<file path="src/thfc_pkg.sv">
// ----------------------------------------------------------------------------
// thfc_pkg
// Shared widths, codes and constants of the thermal hysteresis fan controller.
// ----------------------------------------------------------------------------
package thfc_pkg;

  localparam int TEMP_W       = 13;
  localparam int HYST_W       = 10;
  localparam int WINDOW_DEPTH = 8;
  localparam int WIN_AW       = (WINDOW_DEPTH > 1) ? $clog2(WINDOW_DEPTH) : 1;
  localparam int SUM_W        = TEMP_W + WIN_AW;
  localparam int THR_W        = TEMP_W + 2;

  localparam int TEMP_OFFSET      = 4096;
  localparam int AVG_BIAS         = WINDOW_DEPTH * TEMP_OFFSET;
  localparam int DUTY_LOW         = 77;
  localparam int DUTY_HIGH        = 255;
  localparam int DUTY_SPAN        = DUTY_HIGH - DUTY_LOW;
  localparam int CRIT_HYST_FACTOR = 2;

  localparam int DUTY_W     = 8;
  localparam int REM_W      = TEMP_W;
  localparam int PROD_W     = TEMP_W + DUTY_W;
  localparam int RAMP_STEPS = DUTY_W;
  localparam int CNT_W      = $clog2(RAMP_STEPS + 1);

  localparam logic [1:0] MODE_IDLE       = 2'd0;
  localparam logic [1:0] MODE_ACTIVE     = 2'd1;
  localparam logic [1:0] MODE_THROTTLING = 2'd2;
  localparam logic [1:0] MODE_CRITICAL   = 2'd3;

  localparam logic [1:0] PWR_NORMAL    = 2'd0;
  localparam logic [1:0] PWR_THROTTLED = 2'd1;
  localparam logic [1:0] PWR_CRITICAL  = 2'd2;

  localparam logic [1:0] REG_IDLE_LIMIT     = 2'd0;
  localparam logic [1:0] REG_ACTIVE_LIMIT   = 2'd1;
  localparam logic [1:0] REG_THROTTLE_LIMIT = 2'd2;
  localparam logic [1:0] REG_HYSTERESIS     = 2'd3;

  localparam logic signed [TEMP_W-1:0] IDLE_LIMIT_RST     = 13'sd640;
  localparam logic signed [TEMP_W-1:0] ACTIVE_LIMIT_RST   = 13'sd1120;
  localparam logic signed [TEMP_W-1:0] THROTTLE_LIMIT_RST = 13'sd1360;
  localparam logic [HYST_W-1:0]        HYSTERESIS_RST     = 10'd48;

  typedef logic [2:0] seq_state_t;

endpackage

</file>
<file path="src/thermal_hysteresis_fan_controller_top.sv">
// ----------------------------------------------------------------------------
// thermal_hysteresis_fan_controller_top
// Moving-average filter over a sample window in RAM, four-mode thermal state
// machine with hysteresis and a linear fan ramp through a bit-serial divider.
// ----------------------------------------------------------------------------
// path: sample transfer, window fill or update, average, mode decision, result; when
//   the fan ramp needs the divider, a setup state and 8 restoring steps come first
// sample_stall is high outside idle: a new sample waits until the last result is out
// the first sample after reset also writes every window entry
// reset: synchronous; mode idle, window empty, registers to their defaults
module thermal_hysteresis_fan_controller_top
  import thfc_pkg::*;
(
  input  logic                     clk,
  input  logic                     rst,
  input  logic                     psel,
  input  logic                     penable,
  input  logic                     pwrite,
  input  logic [3:0]               paddr,
  input  logic [31:0]              pwdata,
  output logic [31:0]              prdata,
  output logic                     pready,
  input  logic                     sample_valid,
  output logic                     sample_stall,
  input  logic signed [TEMP_W-1:0] temperature,
  output logic                     result_valid,
  input  logic                     result_stall,
  output logic signed [TEMP_W-1:0] filtered_temp,
  output logic [1:0]               thermal_mode,
  output logic [DUTY_W-1:0]        fan_duty,
  output logic [1:0]               power_state
);

  localparam seq_state_t S_IDLE   = 3'd0;
  localparam seq_state_t S_FILL   = 3'd1;
  localparam seq_state_t S_UPDATE = 3'd2;
  localparam seq_state_t S_AVG    = 3'd3;
  localparam seq_state_t S_DIV    = 3'd4;
  localparam seq_state_t S_MODE   = 3'd5;
  localparam seq_state_t S_MUL    = 3'd6;
  localparam seq_state_t S_FINISH = 3'd7;

  // configuration
  logic signed [TEMP_W-1:0] idle_limit;
  logic signed [TEMP_W-1:0] active_limit;
  logic signed [TEMP_W-1:0] throttle_limit;
  logic [HYST_W-1:0]        hysteresis;
  logic                     cfg_wr;

  // sequencer and state
  seq_state_t               state;
  logic                     primed;
  logic [WIN_AW-1:0]        write_slot;
  logic [WIN_AW-1:0]        fill_cnt;
  logic [1:0]               mode;
  logic signed [SUM_W-1:0]  win_sum;
  logic signed [TEMP_W-1:0] temp_q;
  logic signed [TEMP_W-1:0] f_q;
  logic [TEMP_W-1:0]        ramp_diff;
  logic [TEMP_W-1:0]        ramp_span;
  logic [DUTY_W-1:0]        duty_q;

  // window memory
  logic [TEMP_W-1:0]        win_mem [WINDOW_DEPTH];
  logic [TEMP_W-1:0]        rd_data;
  logic                     mem_we;
  logic [WIN_AW-1:0]        mem_waddr;

  // ramp divider
  logic [REM_W-1:0]         rem;
  logic [TEMP_W-1:0]        dbits;
  logic [REM_W-1:0]         divisor;
  logic [CNT_W-1:0]         step_cnt;
  logic                     op_ramp;
  logic [REM_W:0]           trial;
  logic                     trial_ge;

  // datapath helpers
  logic signed [SUM_W-1:0]  temp_ext;
  logic signed [SUM_W-1:0]  old_ext;
  logic signed [SUM_W-1:0]  fill_sum;
  logic signed [TEMP_W-1:0] f_new;
  logic signed [THR_W-1:0]  f_ext;
  logic signed [THR_W-1:0]  idle_ext;
  logic signed [THR_W-1:0]  active_ext;
  logic signed [THR_W-1:0]  throttle_ext;
  logic signed [THR_W-1:0]  idle_low;
  logic signed [THR_W-1:0]  active_low;
  logic signed [THR_W-1:0]  crit_low;
  logic [1:0]               mode_next;
  logic                     ramp_need;
  logic [PROD_W-1:0]        prod;
  logic [WIN_AW-1:0]        slot_inc;
  logic                     out_free;

  assign pready = 1'b1;
  assign cfg_wr = psel && penable && pwrite && pready;

  always_ff @(posedge clk) begin
    if (rst) begin
      idle_limit     <= IDLE_LIMIT_RST;
      active_limit   <= ACTIVE_LIMIT_RST;
      throttle_limit <= THROTTLE_LIMIT_RST;
      hysteresis     <= HYSTERESIS_RST;
    end else if (cfg_wr) begin
      unique case (paddr[3:2])
        REG_IDLE_LIMIT:     idle_limit     <= pwdata[TEMP_W-1:0];
        REG_ACTIVE_LIMIT:   active_limit   <= pwdata[TEMP_W-1:0];
        REG_THROTTLE_LIMIT: throttle_limit <= pwdata[TEMP_W-1:0];
        REG_HYSTERESIS:     hysteresis     <= pwdata[HYST_W-1:0];
      endcase
    end
  end

  always_comb begin
    unique case (paddr[3:2])
      REG_IDLE_LIMIT:     prdata = 32'(idle_limit);
      REG_ACTIVE_LIMIT:   prdata = 32'(active_limit);
      REG_THROTTLE_LIMIT: prdata = 32'(throttle_limit);
      REG_HYSTERESIS:     prdata = 32'(hysteresis);
    endcase
  end

  // window memory, one write and one registered read port
  assign mem_we    = (state == S_FILL) || (state == S_UPDATE);
  assign mem_waddr = (state == S_FILL) ? fill_cnt : write_slot;

  always_ff @(posedge clk) begin
    if (mem_we) begin
      win_mem[mem_waddr] <= temp_q;
    end
    rd_data <= win_mem[write_slot];
  end

  // datapath
  assign slot_inc = (write_slot == WIN_AW'(WINDOW_DEPTH - 1)) ? '0 : write_slot + 1'b1;
  assign temp_ext = SUM_W'(temp_q);
  assign old_ext  = SUM_W'($signed(rd_data));
  assign fill_sum = SUM_W'(temp_ext * $signed(SUM_W'(WINDOW_DEPTH)));

  // floored average: arithmetic shift by the window size
  assign f_new    = win_sum[SUM_W-1:WIN_AW];

  assign trial    = {rem, dbits[TEMP_W-1]};
  assign trial_ge = trial >= {1'b0, divisor};

  assign f_ext        = THR_W'(f_q);
  assign idle_ext     = THR_W'(idle_limit);
  assign active_ext   = THR_W'(active_limit);
  assign throttle_ext = THR_W'(throttle_limit);
  assign idle_low     = idle_ext - $signed(THR_W'(hysteresis));
  assign active_low   = active_ext - $signed(THR_W'(hysteresis));
  assign crit_low     = throttle_ext
                      - $signed(THR_W'(THR_W'(hysteresis) * THR_W'(CRIT_HYST_FACTOR)));

  always_comb begin
    unique case (mode)
      MODE_IDLE: begin
        mode_next = (f_ext >= idle_ext) ? MODE_ACTIVE : MODE_IDLE;
      end
      MODE_ACTIVE: begin
        priority if (f_ext < idle_low) mode_next = MODE_IDLE;
        else if (f_ext >= active_ext)  mode_next = MODE_THROTTLING;
        else                           mode_next = MODE_ACTIVE;
      end
      MODE_THROTTLING: begin
        priority if (f_ext < active_low) mode_next = MODE_ACTIVE;
        else if (f_ext >= throttle_ext)  mode_next = MODE_CRITICAL;
        else                             mode_next = MODE_THROTTLING;
      end
      MODE_CRITICAL: begin
        mode_next = (f_ext < crit_low) ? MODE_THROTTLING : MODE_CRITICAL;
      end
    endcase
  end

  assign ramp_need = (mode_next == MODE_ACTIVE) && (f_ext > idle_ext) && (f_ext < active_ext);
  assign prod      = PROD_W'(ramp_diff) * PROD_W'(DUTY_SPAN);
  assign out_free  = !result_valid || !result_stall;

  assign sample_stall = (state != S_IDLE);

  // sequencer
  always_ff @(posedge clk) begin
    if (rst) begin
      state        <= S_IDLE;
      primed       <= 1'b0;
      write_slot   <= '0;
      fill_cnt     <= '0;
      mode         <= MODE_IDLE;
      win_sum      <= '0;
      result_valid <= 1'b0;
      step_cnt     <= '0;
      op_ramp      <= 1'b0;
    end else begin
      if ((state == S_FINISH) && out_free) begin
        result_valid <= 1'b1;
      end else if (!result_stall) begin
        result_valid <= 1'b0;
      end
      unique case (state)
        S_IDLE: begin
          if (sample_valid) begin
            temp_q   <= temperature;
            fill_cnt <= '0;
            state    <= primed ? S_UPDATE : S_FILL;
          end
        end
        S_FILL: begin
          fill_cnt <= fill_cnt + 1'b1;
          if (fill_cnt == WIN_AW'(WINDOW_DEPTH - 1)) begin
            win_sum    <= fill_sum;
            primed     <= 1'b1;
            write_slot <= slot_inc;
            state      <= S_AVG;
          end
        end
        S_UPDATE: begin
          win_sum    <= win_sum - old_ext + temp_ext;
          write_slot <= slot_inc;
          state      <= S_AVG;
        end
        S_AVG: begin
          f_q   <= f_new;
          state <= S_MODE;
        end
        S_DIV: begin
          rem      <= trial_ge ? REM_W'(trial - {1'b0, divisor}) : trial[REM_W-1:0];
          dbits    <= {dbits[TEMP_W-2:0], trial_ge};
          step_cnt <= step_cnt - 1'b1;
          if (step_cnt == CNT_W'(1)) begin
            state <= S_FINISH;
          end
        end
        S_MODE: begin
          mode      <= mode_next;
          ramp_diff <= TEMP_W'(f_ext - idle_ext);
          ramp_span <= TEMP_W'(active_ext - idle_ext);
          op_ramp   <= 1'b0;
          state     <= ramp_need ? S_MUL : S_FINISH;
          unique case (mode_next)
            MODE_IDLE: duty_q <= '0;
            MODE_ACTIVE: begin
              duty_q <= (f_ext <= idle_ext) ? DUTY_W'(DUTY_LOW) : DUTY_W'(DUTY_HIGH);
            end
            MODE_THROTTLING: duty_q <= DUTY_W'(DUTY_HIGH);
            MODE_CRITICAL:   duty_q <= DUTY_W'(DUTY_HIGH);
          endcase
        end
        S_MUL: begin
          // quotient stays below 256, so the top bits start as the remainder
          rem      <= REM_W'(prod[PROD_W-1:DUTY_W]);
          dbits    <= {prod[DUTY_W-1:0], {(TEMP_W-DUTY_W){1'b0}}};
          divisor  <= ramp_span;
          step_cnt <= CNT_W'(RAMP_STEPS);
          op_ramp  <= 1'b1;
          state    <= S_DIV;
        end
        S_FINISH: begin
          if (out_free) begin
            filtered_temp <= f_q;
            thermal_mode  <= mode;
            fan_duty      <= op_ramp ? DUTY_W'(DUTY_LOW) + dbits[DUTY_W-1:0] : duty_q;
            unique case (mode)
              MODE_THROTTLING: power_state <= PWR_THROTTLED;
              MODE_CRITICAL:   power_state <= PWR_CRITICAL;
              default:         power_state <= PWR_NORMAL;
            endcase
            state <= S_IDLE;
          end
        end
      endcase
    end
  end

endmodule
</file>
<file path="config.mk">
export PLATFORM = sky130hd
export DESIGN_NAME = thermal_hysteresis_fan_controller_top
export DESIGN_NICKNAME = d
export VERILOG_FILES = /design/src/thfc_pkg.sv /design/src/thermal_hysteresis_fan_controller_top.sv
export SDC_FILE = /design/constraint.sdc
export NUM_CORES = 1
export LEC_CHECK = 0
export BUFFER_PORTS_ARGS = -buffer_cell sky130_fd_sc_hd__buf_2
export CORE_MARGIN = 2
export CORE_UTILIZATION = 50
export CTS_CLUSTER_DIAMETER = 200
export DETAILED_ROUTE_END_ITERATION = 7
export PLACE_DENSITY_LB_ADDON = 0.05
export SYNTH_ARGS = -nofsm -noshare
export SYNTH_HDL_FRONTEND = slang
export SYNTH_SLANG_ARGS = --single-unit
</file>
<file path="constraint.sdc">
create_clock -name clk -period 5.55 [get_ports clk]
set_input_delay 1.11 -clock clk [delete_from_list [all_inputs] [get_ports clk]]
set_output_delay 1.11 -clock clk [all_outputs]
set_load 0.1 [all_outputs]
</file>
Word level (Yosys, flattened, before mapping) --
Memory sizes are Yosys's and may differ from the RTL's. A register that Yosys moved wholly into a read port is not among the register bits. Cells that the tools add are included.
Word-level totals: flip-flop bits (word level) 207, memory bits (writable) 104, word-level logic and storage cells 143, memories kept 1
Memory list:
- win_mem | depth 8, width 13, rd ports 1, clocked after Yosys merged registers in 1, write ports 1, line thermal_hysteresis_fan_controller_top.sv:64 | logic [TEMP_W-1:0] win_mem [WINDOW_DEPTH];
Operators by class: $add $sub $neg 12, $mul 1, order comparisons 10, eq/ne operators 24, multiplexer cells 36, bitwise operators 1, reductions and logical operators 33
Operators by type and width (number):
- $pmux 32 s4 | 1
- $pmux 13 s2 | 2
- $lt 13x14->1 | 3
- $ge 13x13->1 | 3
- $sub 13x13->13 | 3
- $pmux 16 s2 | 1
- $sub 13x11->14 | 2
- $mux 3 | 8
- $pmux 3 s8 | 1
- $pmux 8 s3 | 1
- $reduce_and 2->1 | 11
- $mul 13x7->20 const B | 1
- $eq 3x3->1 const B | 6
- $add 16x13->16 | 1
- $mux 16 | 1
- $mux 8 | 2
- $sub 16x13->16 | 1
- $ge 14x13->1 | 1
- $sub 13x12->14 | 1
- $gt 13x13->1 | 1
- $le 13x13->1 | 1
- $lt 13x13->1 | 1
- $mux 13 | 1
- $eq 2x2->1 const B | 6
- 27 further kinds | 57

Longest topological paths before layout --
word-level depth 9, depth in mapped cells 21, depth with buffers taken out 21

Worst setup path after synthesis --
Ideal clock, no wire load.
path type input to output, start input paddr[2], end output prdata[13], arrival 5.866 ns, slack -1.426 ns, cell stages on the path 5, buffers on the path 3, cell sequence clkbuf_1 -> buf_1 -> mux2i_1 -> o21ai_0 -> buf_4
On the way: word-level cells in the longest chain between the ends 2
RTL lines:
- start, declared | line thermal_hysteresis_fan_controller_top.sv:19 | input logic [3:0] paddr,
- $eq 2x2->1, or another cell as far along | line thermal_hysteresis_fan_controller_top.sv:116 | unique case (paddr[3:2])
- $pmux 32 s4 * | line thermal_hysteresis_fan_controller_top.sv:116
- end, declared | line thermal_hysteresis_fan_controller_top.sv:21 | output logic [31:0] prdata,
Mark *: on every way between the ends. The rest lies on a longest branch, timed or not.

Worst setup path after layout --
start register hysteresis[0], end register duty_q[6] (data pin)
On the way: word-level cells in the longest chain between the ends 7
RTL lines:
- start, declared | line thermal_hysteresis_fan_controller_top.sv:47 | logic [HYST_W-1:0] hysteresis;
- start signal, assigned | line thermal_hysteresis_fan_controller_top.sv:110 | REG_HYSTERESIS: hysteresis <= pwdata[HYST_W-1:0];
- $sub 13x12->14, or another cell as far along | line thermal_hysteresis_fan_controller_top.sv:154 | - $signed(THR_W'(THR_W'(hysteresis) * THR_W'(CRIT_HYST_FACTOR)));
- $lt 13x14->1, on equally long branches | line thermal_hysteresis_fan_controller_top.sv:172, thermal_hysteresis_fan_controller_top.sv:162, thermal_hysteresis_fan_controller_top.sv:167
- $mux 1, or another cell as far along | line thermal_hysteresis_fan_controller_top.sv:172 | mode_next = (f_ext < crit_low) ? MODE_THROTTLING : MODE_CRITICAL;
- $pmux 2 s4 * | line thermal_hysteresis_fan_controller_top.sv:157 | unique case (mode)
- $eq 2x2->1 | line thermal_hysteresis_fan_controller_top.sv:241 | unique case (mode_next)
- $reduce_or 2->1 (no source line)
- $pmux 8 s3 * | line thermal_hysteresis_fan_controller_top.sv:241
- end signal, assigned | line thermal_hysteresis_fan_controller_top.sv:244 | duty_q <= (f_ext <= idle_ext) ? DUTY_W'(DUTY_LOW) : DUTY_W'(DUTY_HIGH);
- end signal, assigned | line thermal_hysteresis_fan_controller_top.sv:246 | MODE_THROTTLING: duty_q <= DUTY_W'(DUTY_HIGH);
- end signal, assigned | line thermal_hysteresis_fan_controller_top.sv:247 | MODE_CRITICAL: duty_q <= DUTY_W'(DUTY_HIGH);
- end, declared | line thermal_hysteresis_fan_controller_top.sv:61 | logic [DUTY_W-1:0] duty_q;
Marked as above. A chain may end at the register's enable or synchronous reset.

==> results.txt <==
----------------------------------------------------
[Power and ir drop]
  Leakage power total ... just under 0.009 uW
  Power per unit of standard cell area ... roughly 300 nW/um2
  Peak VDD IR ... approximately 320 uV
  Power consumption ... around 6600 uW

[Setup path]
  Required time worst endpoint ... roughly 5.8 ns
  Worst EP arrival ... 5.32 ns
  Critical Path Sink Type ... register
  Type of the worst setup path ... register to register
  Crit path launch type ... register
  Maximum fanout along the worst path ... 5
  CP endpoint ... duty_q[6]
  Reg2Reg Setup Slack ... approximately 0.52 ns
  Critical R2R Capture ... duty_q[6]
  R2r worst-path depth ... 21
  Launch instance of the worst register-to-register path ... hysteresis[0]
  Worst setup startpoint ... hysteresis[0]

[Floorplanning]
  Initial cell density of the core ... 0.508
  Horiz. Die Dim ... around 200 um
  Core Area ... between 30,000 and 40,000 um2
  Number of rows in the core area ... just over 70
  Num ports ... 116
  Die area ... just over 40,000 um2
  Vertical die dimension ... a little over 200 um

[STA]
  Finish-stage setup viols ... 0
  Setup repair after global routing missed its margin ... no
  Highest Clock Rate ... a little under 0.2 GHz
  Share of the cycle needed by the critical path after routing ... 0.906
  Final Hold Violating Endpoints ... 0
  Pins Over Slew Limit ... 0
  Maximum clock skew at final layout ... 0.0212 ns
  TNS Setup ... 0 ns
  Time the final worst path needs with I/O delays and setup ... a little over 5 ns
  Actual transition at the worst max-transition pin ... around 1.1 ns
  Relative slew slack ... 0.260

[Finish]
  Fraction of final layout cells with drive strength greater than 1 ... 0.125
  Total area of sequential cells ... roughly 8600 um2
  Nets ... between 2,000 and 2,500
  Area growth syn-to-layout ... 11.2%
  Fillers ... approximately 3,400
  Antenna cell count ... 0
  Area used by multi-input combinational logic ... ~9900 um2

[Worst hold path]
  Min-delay src ... ramp_span[6]
  Hold/Removal Path Class ... register to register

[Clocking]
  Clock slew seen by the registers of the worst setup and hold paths ... around 0.060 ns
  Cts repair resizes ... 0
  TritonCTS sink count ... approximately 320
  Post CTS Setup Buffer Count ... 0
  Root Driver ... sky130_fd_sc_hd__clkbuf_16
  Hold buffer count at cts ... 0
  TritonCTS clock tree ... yes
  Maximum buffer depth of the clock tree ... 3
  TritonCTS Buffers ... 37
  Clock H-tree levels ... 2
  Latest clock arrival within the worst-skew pair ... approximately 0.57 ns

[Synthesis]
  Most frequently used flop master after synthesis ... sky130_fd_sc_hd__edfxtp_1
  Fraction of registers with async set or reset after synthesis ... 0
  Sequential fraction of the synthesis area ... 0.435
  Flop and latch count out of synthesis ... approximately 320
  Number of synthesis warnings ... 0
  Post-synthesis area per instance ... between 10 and 15 um2
  Post-Syn Nets ... about 2,200
  Number of instances in the synthesized netlist ... approximately 1,900
  Synth unique cells ... 76
  Combined area of all synthesized cells ... ~20,000 um2
  Number of synthesized flops with an enable pin ... ~220

[GRT]
  Maximum number of pins on one net before global-route repair ... 64
  First-pass GRT wire length ... approximately 74,000 um
  Number of antenna violations at the first check in global routing ... 1
  Vias in the first global route ... approximately 13,000
  Total global routing overflow ... 0
  Total Routing Usage GR ... 0.231

[Routing]
  Number of iterations in the first detailed-routing pass ... 6
  Routed wirelength normalized by instance count ... 18.8 um
  Number of DRC violations after detailed-routing iteration 0 ... 938
  Remaining DRCs ... 0
  Average vias per placed instance ... 5.46
  Number of vias in the routed layout ... around 14,000
  Remaining number of nets flagged by the antenna check after routing ... 0
  Sum of routed wire length over all layers ... 46,900 um

[Place]
  Weighted congestion reported at the end of routability-driven placement ... approximately 0.84
  Total half-perimeter wirelength after legalization and detailed placement ... between 30,000 and 40,000 um
  # port buffers ... 93

[Run]
  Number of violations of the max-capacitance limit ... 0

[Status]
  Outcome ... completed

----------------------------------------------------
state kept, by name, indices dropped and copies added, names as in the netlist, 10 cells and up:
signal          flops
divisor            13
f_q                13
win_sum            16
idle_limit         13
rem                13
filtered_temp      13
ramp_diff          13
ramp_span          13
dbits              13
rd_data            13
hysteresis         10
temp_q             13
win_mem           104
active_limit       13
throttle_limit     13
synth_stat cells (6+ instances only):
cell / n / area, um2
sky130_fd_sc_hd__a31oi_1: 15 / 93.8
sky130_fd_sc_hd__fa_1: 39 / 781
sky130_fd_sc_hd__mux2_2: 13 / 146
sky130_fd_sc_hd__o21bai_1: 10 / 75.1
sky130_fd_sc_hd__and3_1: 10 / 62.6
sky130_fd_sc_hd__nor2_1: 119 / 447
sky130_fd_sc_hd__mux2i_1: 20 / 200
sky130_fd_sc_hd__nand3_1: 27 / 135
sky130_fd_sc_hd__a211o_1: 12 / 105
sky130_fd_sc_hd__nand4_1: 8 / 50.1
sky130_fd_sc_hd__a21o_1: 24 / 180
sky130_fd_sc_hd__xor2_1: 31 / 272
sky130_fd_sc_hd__and2_1: 15 / 93.8
sky130_fd_sc_hd__edfxtp_1: 222 / 6670
sky130_fd_sc_hd__buf_4: 20 / 150
sky130_fd_sc_hd__o21ai_0: 69 / 345
sky130_fd_sc_hd__clkbuf_1: 42 / 158
sky130_fd_sc_hd__inv_1: 237 / 890
sky130_fd_sc_hd__o31ai_1: 6 / 45.0
sky130_fd_sc_hd__or3_1: 10 / 62.6
sky130_fd_sc_hd__or2_2: 8 / 50.1
sky130_fd_sc_hd__xnor2_1: 61 / 534
sky130_fd_sc_hd__a21boi_0: 8 / 60.1
sky130_fd_sc_hd__a211oi_1: 15 / 113
sky130_fd_sc_hd__a311oi_1: 14 / 123
sky130_fd_sc_hd__o21a_1: 16 / 120
sky130_fd_sc_hd__a21oi_1: 117 / 586
sky130_fd_sc_hd__nor2b_1: 20 / 125
sky130_fd_sc_hd__o211ai_1: 7 / 52.6
sky130_fd_sc_hd__dfxtp_1: 96 / 1920
sky130_fd_sc_hd__nor3_1: 45 / 225
sky130_fd_sc_hd__ha_1: 208 / 2600
sky130_fd_sc_hd__nand2b_1: 15 / 93.8
sky130_fd_sc_hd__o21ai_1: 9 / 45.0
sky130_fd_sc_hd__mux4_2: 36 / 811
sky130_fd_sc_hd__nand2_1: 177 / 664
per-layer routing:
layer	vias to the layer above	GRT usage	part of all wire
met3	35	0.0263	0.039
li1	6776	-	-
met4	0	0.0485	0.012
met5	-	0	0
met2	244	0.382	0.47
met1	6577	0.331	0.47
metrics by stage:
stage | setup slack, ns | instance area [um2] | hold slack (ns) | cells | utilization
2_1_floorplan | 0.220 | 19700 | 0.400 | 1874 | -
3_3_place_gp | 0.727 | 20600 | 0.406 | 2431 | 0.532
3_5_place_dp | 0.645 | 20600 | 0.406 | 2431 | 0.532
4_1_cts | 0.596 | 21900 | 0.417 | 2498 | 0.565
5_1_grt | 0.231 | 21900 | 0.419 | 2498 | 0.565
6_report | 0.522 | 21900 | 0.415 | 2498 | 0.565
how the worst min path moves through the flow:
stage / to / slack (ns) / depth (start not counted)
after global placement: divisor[5] / 0.41 / 0
after floorplan: divisor[0] / 0.40 / 0
after detailed placement: divisor[10] / 0.41 / 0
after global routing: divisor[6] / 0.42 / 0
final: divisor[6] / 0.42 / 0
after CTS: divisor[6] / 0.42 / 0
critical path: stages (launching register included):
cell and delay (ns):
sky130_fd_sc_hd__dfxtp_1 0.42, sky130_fd_sc_hd__ha_1 0.21, sky130_fd_sc_hd__inv_1 0.06, sky130_fd_sc_hd__fa_1 0.40
sky130_fd_sc_hd__a21o_1 0.19, sky130_fd_sc_hd__a21oi_1 0.24, sky130_fd_sc_hd__o21ai_0 0.26, sky130_fd_sc_hd__a21oi_1 0.35
sky130_fd_sc_hd__o21ai_0 0.20, sky130_fd_sc_hd__a21oi_1 0.23, sky130_fd_sc_hd__o21bai_1 0.10, sky130_fd_sc_hd__xnor2_1 0.13
sky130_fd_sc_hd__ha_1 0.30, sky130_fd_sc_hd__nand3_1 0.09, sky130_fd_sc_hd__nor3_1 0.30, sky130_fd_sc_hd__nand2_1 0.08
sky130_fd_sc_hd__o21ai_0 0.22, sky130_fd_sc_hd__mux2i_1 0.24, sky130_fd_sc_hd__buf_4 0.17, sky130_fd_sc_hd__inv_1 0.05
sky130_fd_sc_hd__a311oi_2 0.38, sky130_fd_sc_hd__o21ai_1 0.13
cells in the final DEF (no fill, tap or decap), types with 12 or more instances in the layout:
master / instances
sky130_fd_sc_hd__a21o_1: 24
sky130_fd_sc_hd__and2_1: 15
sky130_fd_sc_hd__buf_2: 93
sky130_fd_sc_hd__a211oi_1: 15
sky130_fd_sc_hd__buf_4: 16
sky130_fd_sc_hd__nand2b_1: 15
sky130_fd_sc_hd__nor3_1: 44
sky130_fd_sc_hd__ha_1: 208
sky130_fd_sc_hd__nor2b_1: 20
sky130_fd_sc_hd__a311oi_1: 14
sky130_fd_sc_hd__a31oi_1: 15
sky130_fd_sc_hd__xnor2_1: 61
sky130_fd_sc_hd__a21oi_1: 117
sky130_fd_sc_hd__mux2i_1: 20
sky130_fd_sc_hd__dfxtp_1: 94
sky130_fd_sc_hd__o21ai_0: 68
sky130_fd_sc_hd__inv_1: 237
sky130_fd_sc_hd__o21a_1: 16
sky130_fd_sc_hd__a211o_1: 12
sky130_fd_sc_hd__nand3_1: 27
sky130_fd_sc_hd__mux4_2: 36
sky130_fd_sc_hd__nor2_1: 114
sky130_fd_sc_hd__nand2_1: 177
sky130_fd_sc_hd__clkbuf_16: 39
sky130_fd_sc_hd__mux2_2: 13
sky130_fd_sc_hd__fa_1: 39
sky130_fd_sc_hd__edfxtp_1: 222
sky130_fd_sc_hd__xor2_1: 31
cell type report:
class / instances / share of cell area
Inverter: 237 / 0.0406
Multi-Input combinational cell: 1249 / 0.453
Clock buffer: 49 / 0.0471
Tap cell: 518 / 0.0296
Timing Repair Buffer: 109 / 0.0267
Clock inverter: 18 / 0.0115
Sequential cell: 318 / 0.392
power by group:
| group | switching (uW) | internal (uW) |
|---|---|---|
| sequential | 117 | 2650 |
| combinational | 731 | 544 |
| clock | 1030 | 1480 |
logic make-up (layout without fill, tap and decap cells):
kind of cell | after synthesis | count (layout) | share of synthesized area
and+or+nand+nor | 473 | 473 | 0.110
adders and majority gates | 247 | 247 | 0.172
buffers and inverters | 307 | 413 | 0.0624
other | 1 | 1 | 0.000190
xor gates and xnor gates | 92 | 92 | 0.0408
AOI/OAI and AO/OA | 366 | 366 | 0.121
muxes | 70 | 70 | 0.0594
DFF | 318 | 318 | 0.435
No activity file was read; power rests on OpenSTA's default activity.
